$ cat config.mk
export PLATFORM = sky130hd
export DESIGN_NAME = positional_doubly_linked_list
export DESIGN_NICKNAME = d
export VERILOG_FILES = /design/src/sv/pdll_pkg.sv /design/src/sv/pdll_ram.sv /design/src/sv/pdll_alloc.sv /design/src/sv/positional_doubly_linked_list.sv
export SDC_FILE = /design/constraint.sdc
export NUM_CORES = 2
export LEC_CHECK = 0
export ABC_AREA = 1
export BUFFER_PORTS_ARGS = -buffer_cell sky130_fd_sc_hd__buf_2
export CAP_MARGIN = 20
export CORE_MARGIN = 8
export CORE_UTILIZATION = 43
export DETAILED_ROUTE_END_ITERATION = 8
export SYNTH_ARGS = -nofsm -noshare
export SYNTH_HDL_FRONTEND = slang
export SYNTH_SLANG_ARGS = --single-unit
$ cat constraint.sdc
create_clock -name clock -period 6.52 [get_ports clock]
set_clock_uncertainty 0.1 [all_clocks]
set_input_delay 0 -clock clock [delete_from_list [all_inputs] [get_ports clock]]
set_output_delay 0 -clock clock [all_outputs]
set_load 0.05 [all_outputs]
$ cat src/sv/pdll_pkg.sv
// Package with shared constants, codes and types for the positional list.
package pdll_pkg;

   localparam int CAPACITY_DEF   = 64;
   localparam int DATA_WIDTH_DEF = 32;
   localparam int CMD_W          = 3;
   localparam int POS_W          = 7;
   localparam int OUT_W          = 32;
   localparam int SIZE_W         = 7;
   localparam int STAT_W         = 2;

   typedef enum logic [CMD_W-1:0] {
      CMD_INS_FIRST = 3'd0,
      CMD_INS_LAST  = 3'd1,
      CMD_INS_POS   = 3'd2,
      CMD_DEL_FIRST = 3'd3,
      CMD_DEL_LAST  = 3'd4,
      CMD_DEL_POS   = 3'd5,
      CMD_DISPLAY   = 3'd6,
      CMD_COUNT     = 3'd7
   } cmd_type;

   typedef enum logic [STAT_W-1:0] {
      ST_OK     = 2'd0,
      ST_BADPOS = 2'd1,
      ST_EMPTY  = 2'd2,
      ST_FULL   = 2'd3
   } status_type;

   typedef enum logic [3:0] {
      S_IDLE,
      S_ALLOC,
      S_WALK,
      S_WALKWAIT,
      S_LINK,
      S_UNLINK,
      S_UNLINKWAIT,
      S_HEADWAIT,
      S_DISPREAD,
      S_DISPWAIT,
      S_DISPOUT,
      S_RESULT
   } state_type;

endpackage

$ cat src/sv/pdll_ram.sv
// Generic single-port-write, single-read RAM with a registered read.
module pdll_ram #(
   parameter int WIDTH = 8,
   parameter int DEPTH = 64
) (
   input  logic                     clock,
   input  logic                     wr_en,
   input  logic [$clog2(DEPTH)-1:0] wr_addr,
   input  logic [WIDTH-1:0]         wr_data,
   input  logic [$clog2(DEPTH)-1:0] rd_addr,
   output logic [WIDTH-1:0]         rd_data
);

   logic [WIDTH-1:0] mem_ff [DEPTH];

   // Write port and registered read port.
   always_ff @(posedge clock) begin
      if (wr_en) begin
         mem_ff[wr_addr] <= wr_data;
      end
      rd_data <= mem_ff[rd_addr];
   end

endmodule

$ cat src/sv/pdll_alloc.sv
// Allocation map of slots in use with a lowest-free-slot search.
module pdll_alloc #(
   parameter int CAPACITY = 64
) (
   input  logic                        clock,
   input  logic                        reset,
   input  logic                        set_en,
   input  logic                        clr_en,
   input  logic [$clog2(CAPACITY)-1:0] slot,
   output logic [$clog2(CAPACITY)-1:0] free_slot
);

   localparam int SW = $clog2(CAPACITY);

   logic [CAPACITY-1:0] used_ff;
   logic [SW-1:0]       free_in;

   // Priority search for the lowest free slot, registered for timing.
   always_comb begin
      free_in = '0;
      for (int i = CAPACITY - 1; i >= 0; i--) begin
         if (!used_ff[i]) begin
            free_in = SW'(i);
         end
      end
   end

   // Map update and registered search result.
   always_ff @(posedge clock) begin
      if (reset) begin
         used_ff   <= '0;
         free_slot <= '0;
      end else begin
         if (set_en) begin
            used_ff[slot] <= 1'b1;
         end else if (clr_en) begin
            used_ff[slot] <= 1'b0;
         end
         free_slot <= free_in;
      end
   end

endmodule

$ cat src/sv/positional_doubly_linked_list.sv
// Insert or delete at an end allocates or unlinks directly; positional commands walk the link
// memory from the head, one link per read step and wait step.
// Display reads each entry in turn and emits one beat per entry, waiting while a beat is held
// by back-pressure; count returns the size in a single result beat.
// One command is in work at a time; req_tready is high only while the controller is idle.
// Synchronous active-high reset clears the list count, head, tail and allocation map;
// the value and link memories are not cleared and are only read along live links.
module positional_doubly_linked_list #(
   parameter int CAPACITY   = pdll_pkg::CAPACITY_DEF,
   parameter int DATA_WIDTH = pdll_pkg::DATA_WIDTH_DEF
) (
   input  logic        clock,
   input  logic        reset,
   input  logic        req_tvalid,
   output logic        req_tready,
   // command [2:0], value [34:3], position [41:35], zero fill [47:42]
   input  logic [47:0] req_tdata,
   output logic        rsp_tvalid,
   input  logic        rsp_tready,
   // entry_data [31:0], size [38:32], status [40:39], zero fill [47:41]
   output logic [47:0] rsp_tdata,
   output logic        rsp_tlast
);

   import pdll_pkg::*;

   localparam int SW = $clog2(CAPACITY);

   state_type state_ff, state_in;
   cmd_type   cmd_ff, cmd_in;
   logic [DATA_WIDTH-1:0] val_ff, val_in;
   logic [POS_W-1:0]      pos_ff, pos_in;
   logic [SW-1:0]  head_ff, head_in, tail_ff, tail_in;
   logic [SIZE_W-1:0] cnt_ff, cnt_in;
   logic [SW-1:0]  cur_ff, cur_in;      // walk pointer
   logic [SW-1:0]  slot_ff, slot_in;    // new slot
   logic [SIZE_W-1:0] idx_ff, idx_in;   // steps left
   status_type     st_ff, st_in;
   logic [OUT_W-1:0] odata_ff, odata_in;
   logic           olast_ff, olast_in;
   logic           ovalid_ff, ovalid_in;
   logic [SW-1:0]  bw_rd_pred_ff;

   // Memory ports.
   logic            fw_we, bw_we, vw_we;
   logic [SW-1:0]   fw_wa, bw_wa, rd_a;
   logic [SW-1:0]   fw_wd, bw_wd, fw_rd, bw_rd;
   logic [DATA_WIDTH-1:0] v_rd;
   logic            a_set, a_clr;
   logic [SW-1:0]   a_slot, free_slot;

   pdll_ram #(.WIDTH(SW), .DEPTH(CAPACITY)) u_fwd (
      .clock, .wr_en(fw_we), .wr_addr(fw_wa), .wr_data(fw_wd), .rd_addr(rd_a), .rd_data(fw_rd));
   pdll_ram #(.WIDTH(SW), .DEPTH(CAPACITY)) u_bwd (
      .clock, .wr_en(bw_we), .wr_addr(bw_wa), .wr_data(bw_wd), .rd_addr(rd_a), .rd_data(bw_rd));
   pdll_ram #(.WIDTH(DATA_WIDTH), .DEPTH(CAPACITY)) u_val (
      .clock, .wr_en(vw_we), .wr_addr(slot_ff), .wr_data(val_ff), .rd_addr(rd_a),
      .rd_data(v_rd));
   pdll_alloc #(.CAPACITY(CAPACITY)) u_alloc (
      .clock, .reset, .set_en(a_set), .clr_en(a_clr), .slot(a_slot), .free_slot);

   logic [SIZE_W-1:0] cap_c;
   logic [POS_W-1:0]  rpos;
   logic [SIZE_W-1:0] cnt1;
   assign cap_c = SIZE_W'(CAPACITY);
   assign rpos  = req_tdata[41:35];
   assign cnt1  = cnt_ff + SIZE_W'(1);

   // Controller: next state, memory controls and results.
   always_comb begin
      state_in = state_ff; cmd_in = cmd_ff; val_in = val_ff; pos_in = pos_ff;
      head_in = head_ff; tail_in = tail_ff; cnt_in = cnt_ff; cur_in = cur_ff;
      slot_in = slot_ff; idx_in = idx_ff; st_in = st_ff;
      odata_in = odata_ff; olast_in = olast_ff; ovalid_in = ovalid_ff;
      fw_we = 1'b0; bw_we = 1'b0; vw_we = 1'b0; fw_wa = '0; bw_wa = '0;
      fw_wd = '0; bw_wd = '0; rd_a = cur_ff; a_set = 1'b0; a_clr = 1'b0; a_slot = slot_ff;
      req_tready = 1'b0;
      if (ovalid_ff && rsp_tready) ovalid_in = 1'b0;
      case (state_ff)
         S_IDLE: begin
            req_tready = !ovalid_ff;
            if (req_tvalid && !ovalid_ff) begin
               cmd_in = cmd_type'(req_tdata[2:0]);
               val_in = DATA_WIDTH'($signed(req_tdata[34:3]));
               pos_in = rpos;
               st_in  = ST_OK;
               slot_in = free_slot;
               case (cmd_type'(req_tdata[2:0]))
                  CMD_INS_FIRST, CMD_INS_LAST, CMD_INS_POS: begin
                     if (cnt_ff >= cap_c) begin
                        st_in = ST_FULL; state_in = S_RESULT;
                     end else if (req_tdata[2:0] == CMD_INS_POS &&
                                  (rpos == '0 || SIZE_W'(rpos) > cnt1)) begin
                        st_in = ST_BADPOS; state_in = S_RESULT;
                     end else begin
                        state_in = S_ALLOC;
                     end
                  end
                  CMD_DEL_FIRST, CMD_DEL_LAST, CMD_DEL_POS: begin
                     if (cnt_ff == '0) begin
                        st_in = ST_EMPTY; state_in = S_RESULT;
                     end else if (req_tdata[2:0] == CMD_DEL_POS &&
                                  (rpos == '0 || SIZE_W'(rpos) > cnt_ff)) begin
                        st_in = ST_BADPOS; state_in = S_RESULT;
                     end else if (req_tdata[2:0] == CMD_DEL_FIRST ||
                                  (req_tdata[2:0] == CMD_DEL_POS && rpos == POS_W'(1))) begin
                        cur_in = head_ff; cmd_in = CMD_DEL_FIRST; state_in = S_UNLINK;
                     end else if (req_tdata[2:0] == CMD_DEL_LAST ||
                                  SIZE_W'(rpos) == cnt_ff) begin
                        cur_in = tail_ff; cmd_in = CMD_DEL_LAST; state_in = S_UNLINK;
                     end else begin
                        cur_in = head_ff; idx_in = SIZE_W'(rpos) - SIZE_W'(1);
                        state_in = S_WALK;
                     end
                  end
                  CMD_DISPLAY: begin
                     if (cnt_ff == '0) begin
                        st_in = ST_EMPTY; state_in = S_RESULT;
                     end else begin
                        cur_in = head_ff; idx_in = cnt_ff; state_in = S_DISPREAD;
                     end
                  end
                  default: state_in = S_RESULT;
               endcase
            end
         end
         S_ALLOC: begin
            // Store the value in the new slot and mark it in use.
            vw_we = 1'b1; a_set = 1'b1;
            if (cmd_ff == CMD_INS_FIRST || (cmd_ff == CMD_INS_POS && pos_ff == POS_W'(1)) ||
                cnt_ff == '0) begin
               if (cnt_ff == '0) begin
                  tail_in = slot_ff;
               end else begin
                  fw_we = 1'b1; fw_wa = slot_ff; fw_wd = head_ff;
                  bw_we = 1'b1; bw_wa = head_ff; bw_wd = slot_ff;
               end
               head_in = slot_ff; cnt_in = cnt1; state_in = S_RESULT;
            end else if (cmd_ff == CMD_INS_LAST || SIZE_W'(pos_ff) == cnt1) begin
               bw_we = 1'b1; bw_wa = slot_ff; bw_wd = tail_ff;
               fw_we = 1'b1; fw_wa = tail_ff; fw_wd = slot_ff;
               tail_in = slot_ff; cnt_in = cnt1; state_in = S_RESULT;
            end else begin
               // Walk to the predecessor at index pos-2.
               cur_in = head_ff; idx_in = SIZE_W'(pos_ff) - SIZE_W'(2); state_in = S_WALK;
            end
         end
         S_WALK: begin
            if (idx_ff == '0) begin
               state_in = (cmd_ff == CMD_DEL_POS) ? S_UNLINK : S_LINK;
            end else begin
               state_in = S_WALKWAIT;
            end
            rd_a = cur_ff;
         end
         S_WALKWAIT: begin
            cur_in = fw_rd; idx_in = idx_ff - SIZE_W'(1); state_in = S_WALK;
         end
         S_LINK: begin
            // Read of predecessor links issued; wait for the read data.
            rd_a = cur_ff; state_in = S_HEADWAIT;
         end
         S_HEADWAIT: begin
            if (cmd_ff == CMD_INS_POS) begin
               fw_we = 1'b1; fw_wa = cur_ff; fw_wd = slot_ff;
               bw_we = 1'b1; bw_wa = fw_rd; bw_wd = slot_ff;
               slot_in = fw_rd;
               cnt_in = cnt1;
               // second pass writes the new slot's links
               state_in = S_UNLINKWAIT;
               cur_in = slot_ff;
            end
         end
         S_UNLINK: begin
            rd_a = cur_ff; state_in = S_UNLINKWAIT;
         end
         S_UNLINKWAIT: begin
            if (cmd_ff == CMD_INS_POS) begin
               // The current pointer holds the new slot, the slot register holds the
               // successor, and the predecessor was kept in the previous step.
               fw_we = 1'b1; fw_wa = cur_ff; fw_wd = slot_ff;
               bw_we = 1'b1; bw_wa = cur_ff; bw_wd = bw_rd_pred_ff;
               state_in = S_RESULT;
            end else begin
               a_clr = 1'b1; a_slot = cur_ff; cnt_in = cnt_ff - SIZE_W'(1);
               case (cmd_ff)
                  CMD_DEL_FIRST: if (cnt_ff > SIZE_W'(1)) head_in = fw_rd;
                  CMD_DEL_LAST:  if (cnt_ff > SIZE_W'(1)) tail_in = bw_rd;
                  default: begin
                     fw_we = 1'b1; fw_wa = bw_rd; fw_wd = fw_rd;
                     bw_we = 1'b1; bw_wa = fw_rd; bw_wd = bw_rd;
                  end
               endcase
               state_in = S_RESULT;
            end
         end
         S_DISPREAD: begin
            rd_a = cur_ff; state_in = S_DISPWAIT;
         end
         S_DISPWAIT: begin
            if (!ovalid_ff || rsp_tready) begin
               odata_in = OUT_W'($signed(v_rd));
               olast_in = (idx_ff == SIZE_W'(1));
               ovalid_in = 1'b1;
               cur_in = fw_rd; idx_in = idx_ff - SIZE_W'(1);
               state_in = (idx_ff == SIZE_W'(1)) ? S_IDLE : S_DISPOUT;
            end
         end
         S_DISPOUT: begin
            state_in = S_DISPREAD;
         end
         S_RESULT: begin
            if (!ovalid_ff || rsp_tready) begin
               odata_in = '0; olast_in = 1'b1; ovalid_in = 1'b1; state_in = S_IDLE;
            end
         end
         default: state_in = S_IDLE;
      endcase
   end

   // Predecessor slot kept for the positional insert link step.
   always_ff @(posedge clock) begin
      if (state_ff == S_HEADWAIT) bw_rd_pred_ff <= cur_ff;
   end

   // Control and payload registers.
   always_ff @(posedge clock) begin
      if (reset) begin
         state_ff <= S_IDLE; head_ff <= '0; tail_ff <= '0; cnt_ff <= '0; ovalid_ff <= 1'b0;
      end else begin
         state_ff <= state_in; head_ff <= head_in; tail_ff <= tail_in; cnt_ff <= cnt_in;
         ovalid_ff <= ovalid_in;
      end
      cmd_ff <= cmd_in; val_ff <= val_in; pos_ff <= pos_in; cur_ff <= cur_in;
      slot_ff <= slot_in; idx_ff <= idx_in; st_ff <= st_in;
      odata_ff <= odata_in; olast_ff <= olast_in;
   end

   assign rsp_tvalid = ovalid_ff;
   assign rsp_tlast  = olast_ff;
   assign rsp_tdata  = {7'd0, st_ff, cnt_ff, odata_ff};

   // The count never exceeds the capacity.
   a_cnt: assert property (@(posedge clock) disable iff (reset) cnt_ff <= cap_c)
      else $error("entry count above capacity");
   // A command is taken only while no result is pending.
   a_acc: assert property (@(posedge clock) disable iff (reset)
      (req_tvalid && req_tready) |-> !rsp_tvalid)
      else $error("command accepted with result pending");
   // Full status is reported only when the list holds its full capacity.
   a_full: assert property (@(posedge clock) disable iff (reset)
      (rsp_tvalid && st_ff == ST_FULL) |-> cnt_ff == cap_c)
      else $error("full status with room left");

endmodule
==> results by group <==
Status
  • Outcome: completed

Global route
  • Initial antenna violation count: 12
  • Vias in the first global route: 78,800
  • Overall fraction of global-route tracks in use: 22.6%
  • Largest net degree at the start of global routing: 188
  • Global-route wire length before repair: 515,000 µm
  • Gr ovfl total: 0

Run
  • Max-cap viol count: 0

Logic synthesis
  • Cell Area, Synth: 121,000 µm²
  • Basic-gate share of the synthesized area counting and, or, nand and nor cells: 8.35%
  • Sequential-to-total area share from yosys stat: 74.5%
  • Count of cell types in the netlist: 49
  • Synth Area in Adders: 0.237%
  • Cells after Synth: 9,674
  • Proportion of register bits with asynchronous set or reset after synthesis: 0%
  • Yosys warnings: 0
  • Post-synth top flop: sky130_fd_sc_hd__edfxtp_1
  • Largest family of logic cells by synthesized area: compound AO/OA/AOI/OAI gates
  • Avg Cell Area, Syn: 12.5 µm²
  • Post-synthesis share of cell area spent on xor and xnor gates: 0.123%
  • Multiplexer fraction of the synthesized cell area: 0%
  • Compound-cell area share of the yosys netlist: 14.0%
  • #FFs+latches synth: 3,056
  • Number of flops mapped to enable cells by yosys: 2,918

Place
  • Post-Place Cells: 13,000
  • Total placed instance area: 126,000 µm²
  • Worst Setup Slack post-DPL: 1340 ps
  • Number of port buffers: 89
  • RePlAce Congestion: 0.908
  • Placed wire-length estimate: 194,000 µm

Layout
  • Number of nets in the layout: 9,776
  • Layout-stage area growth over the synthesis result: 13.0%
  • Share of final-layout standard cells stronger than drive strength 1: 8.12%
  • Fill count: 24,200
  • Count of placed standard cells in the final layout, fillers left out: 13,700
  • Non-Filler Cell Area, Final: 137,000 µm²

Worst setup path
  • Startpoint type of the worst setup path: flop
  • Critical Path Fanout Max: 11
  • Arrival time of data at the critical path endpoint: 5710 ps
  • Required arrival time at the worst endpoint: 6890 ps
  • Nature of the critical path endpoint: flop
  • Kind of critical path: flop to flop

Detailed routing
  • Post-route DRC: 0
  • Number of vias per cell after detailed routing: 5.93
  • Detailed-router iteration count before antenna repair: 7
  • Routed via count: 81,100
  • Detailed-route wire length per cell: 25.8 µm
  • Iteration-0 DRC Markers: 10,400
  • Final ANT Viol Nets: 0
  • Post-Route WL: 353,000 µm

Floorplanning
  • Std cell rows: 195
  • Die height: 547 µm
  • Core region area: 281,000 µm²
  • Number of top-level pins: 103
  • Initial Util: 43.1%
  • Horiz. Die Dim: 547 µm
  • Full die area: 299,000 µm²

CTS
  • Total number of clock tree sinks: 3,056
  • Root Buffer Master: sky130_fd_sc_hd__clkbuf_16
  • Post-CTS repair timing setup buffer count: 0
  • Worst-skew pair later-pin latency: 870 ps
  • Buffers from clock root to sink, at most: 4
  • CTS tree: yes
  • Total clock buffers created by CTS: 310
  • Number of H-tree branching levels: 5
  • Post-CTS resize count: 0
  • Post-CTS clock slew at the launch and capture registers of the worst setup and hold paths: 70 ps

Timing
  • Max Transition Viols Final: 0
  • Unrepaired setup endpoints after global routing: no
  • Final number of hold-violating endpoints: 0
  • Slew margin rel.: 25.0%
  • Pin slew with the least headroom to its limit: 1120 ps
  • Final setup vio count: 0
  • Final-layout setup total negative slack: 0 ps
  • Worst hold margin: 177 ps
  • Portion of the clock cycle consumed by the worst path in the final layout: 82.0%
  • Worst setup margin: 1180 ps
  • Max Freq: 187 MHz
  • Period minus WS final: 5340 ps

Min path
  • Type of the worst min-delay path: primary input to flop

Power
  • P per Cell Area: 447 nW/µm²
  • Worst ir drop on vdd: 0.480 mV
  • Leak pwr: 42.8 nW
## layer usage
| layer | GRT usage [%] | wire [µm] | vias up | part of all wire [%] |
|---|---|---|---|---|
| met3 | 3.28 | 30400 | 569 | 8.6 |
| li1 | - | - | 36000 | - |
| met4 | 6.39 | 9410 | 6 | 2.7 |
| met2 | 37.1 | 166000 | 3852 | 47 |
| met5 | 0 | 46 | - | 0.013 |
| met1 | 31.4 | 147000 | 40700 | 42 |
## cells by family after synthesis
group,count (synthesis)
fa+ha+maj,23
simple gates,2634
other cells,1
xor+xnor,17
compound gates,3066
flops,3056
buf+inv,877
## report_power, final
part / internal [mW] / switching [mW] / total [mW]
sequential: 23.2 / 0.451 / 23.7
clock: 10.0 / 7.34 / 17.3
combinational: 4.94 / 15.3 / 20.2
## area by class of cell
class                           instances  area [µm²]  share of cell area [%]
Antenna cell                            5        12.5                 0.00913
Clock buffer                          411        8460                    6.17
Clock inverter                        136        1310                   0.952
Inverter                              202         788                   0.575
Multi-Input combinational cell       5747       28200                    20.6
Sequential cell                      3056       90400                    66.0
Tap cell                             3743        4680                    3.42
Timing Repair Buffer                  384        3180                    2.32
## synth_stat cells (17+ instances only)
cell	instances	area share, %
sky130_fd_sc_hd__edfxtp_1	2918	72
sky130_fd_sc_hd__nor2_1	2272	7.0
sky130_fd_sc_hd__o21ai_0	1894	7.8
sky130_fd_sc_hd__o22ai_1	891	4.6
sky130_fd_sc_hd__clkbuf_1	651	2.0
sky130_fd_sc_hd__nand2_1	219	0.68
sky130_fd_sc_hd__inv_1	196	0.61
sky130_fd_sc_hd__dfxtp_1	138	2.3
sky130_fd_sc_hd__a21oi_1	109	0.45
sky130_fd_sc_hd__nand3_1	78	0.32
sky130_fd_sc_hd__a311oi_1	42	0.30
sky130_fd_sc_hd__o32ai_1	38	0.27
sky130_fd_sc_hd__a31oi_1	25	0.13
sky130_fd_sc_hd__nor3_1	24	0.099
sky130_fd_sc_hd__ha_1	23	0.24
sky130_fd_sc_hd__nand4_1	23	0.12
sky130_fd_sc_hd__buf_1	17	0.053
## final timing paths
| check | startpoint | end | slack, ps | cells after the start |
|---|---|---|---|---|
| max reg2reg | cnt_ff[0] | u_fwd.mem_ff[6][2] | 1180 | 18 |
| min reg2reg | flop | u_alloc.free_slot[0] | 380 | 2 |
| min | req_tdata[1] | st_ff[0] | 180 | 4 |
| max | cnt_ff[0] | u_fwd.mem_ff[6][2] | 1180 | 18 |
## flip-flops by register name (all words and copies together), names as in the netlist, 3 cells and up, named ones only
name / cells
u_fwd.rd_data: 6
head_ff: 6
u_alloc.free_slot: 6
u_val.rd_data: 32
u_bwd.rd_data: 6
tail_ff: 6
cur_ff: 6
bw_rd_pred_ff: 6
idx_ff: 7
u_bwd.mem_ff: 384
cnt_ff: 7
cmd_ff: 3
pos_ff: 7
odata_ff: 32
slot_ff: 6
state_ff: 4
u_fwd.mem_ff: 384
u_val.mem_ff: 2048
val_ff: 32
## critical path: stages, from the launching register on
cell and delay (ps):
sky130_fd_sc_hd__dfxtp_1 580, sky130_fd_sc_hd__inv_1 170, sky130_fd_sc_hd__ha_1 350, sky130_fd_sc_hd__xor2_1 160, sky130_fd_sc_hd__a2111oi_0 440, sky130_fd_sc_hd__o211a_1 270, sky130_fd_sc_hd__nand3_1 140, sky130_fd_sc_hd__o21ai_1 510
sky130_fd_sc_hd__nor2_1 180, sky130_fd_sc_hd__inv_1 100, sky130_fd_sc_hd__nand2_1 100, sky130_fd_sc_hd__inv_1 120, sky130_fd_sc_hd__o221ai_1 180, sky130_fd_sc_hd__and2_1 260, sky130_fd_sc_hd__inv_1 120, sky130_fd_sc_hd__nand2_1 70
sky130_fd_sc_hd__inv_1 70, sky130_fd_sc_hd__nand2_1 440, sky130_fd_sc_hd__nor2_1 590
## repair_timing
| action | CTS | global route |
|---|---|---|
| endpoints found under the hold margin | 181 | 4 |
| setup endpoints to repair | 0 | 0 |
| hold buffers | 91 | 1 |
## placed cells by master (no fill, tap or decap), types with 15 or more instances in the layout
master,Yosys,final
sky130_fd_sc_hd__clkbuf_8,0,18
sky130_fd_sc_hd__o21ai_0,1894,1894
sky130_fd_sc_hd__inv_1,196,192
sky130_fd_sc_hd__buf_2,0,89
sky130_fd_sc_hd__bufinv_16,0,22
sky130_fd_sc_hd__nand2_1,219,218
sky130_fd_sc_hd__edfxtp_1,2918,2918
sky130_fd_sc_hd__a31oi_1,25,25
sky130_fd_sc_hd__clkbuf_1,651,77
sky130_fd_sc_hd__o22ai_1,891,891
sky130_fd_sc_hd__clkinv_1,5,47
sky130_fd_sc_hd__clkinvlp_4,0,15
sky130_fd_sc_hd__nand3_1,78,69
sky130_fd_sc_hd__o32ai_1,38,38
sky130_fd_sc_hd__nor3_1,24,22
sky130_fd_sc_hd__nand4_1,23,23
sky130_fd_sc_hd__a311oi_1,42,42
sky130_fd_sc_hd__a21oi_1,109,109
sky130_fd_sc_hd__clkinv_2,0,39
sky130_fd_sc_hd__clkbuf_16,0,317
sky130_fd_sc_hd__ha_1,23,23
sky130_fd_sc_hd__nor2_1,2272,2207
sky130_fd_sc_hd__dlygate4sd3_1,0,92
sky130_fd_sc_hd__dfxtp_1,138,138
sky130_fd_sc_hd__nor2_4,0,65
sky130_fd_sc_hd__buf_12,0,23
sky130_fd_sc_hd__buf_4,7,178
## through the flow
stage	util, %	total power, mW
after floorplan	-	36.1
after global placement	44.9	43.5
after detailed placement	44.9	43.8
after CTS	48.7	61.1
after global routing	48.7	63.8
final	48.7	61.2
Note: power is estimated with default switching activity, not from simulation.
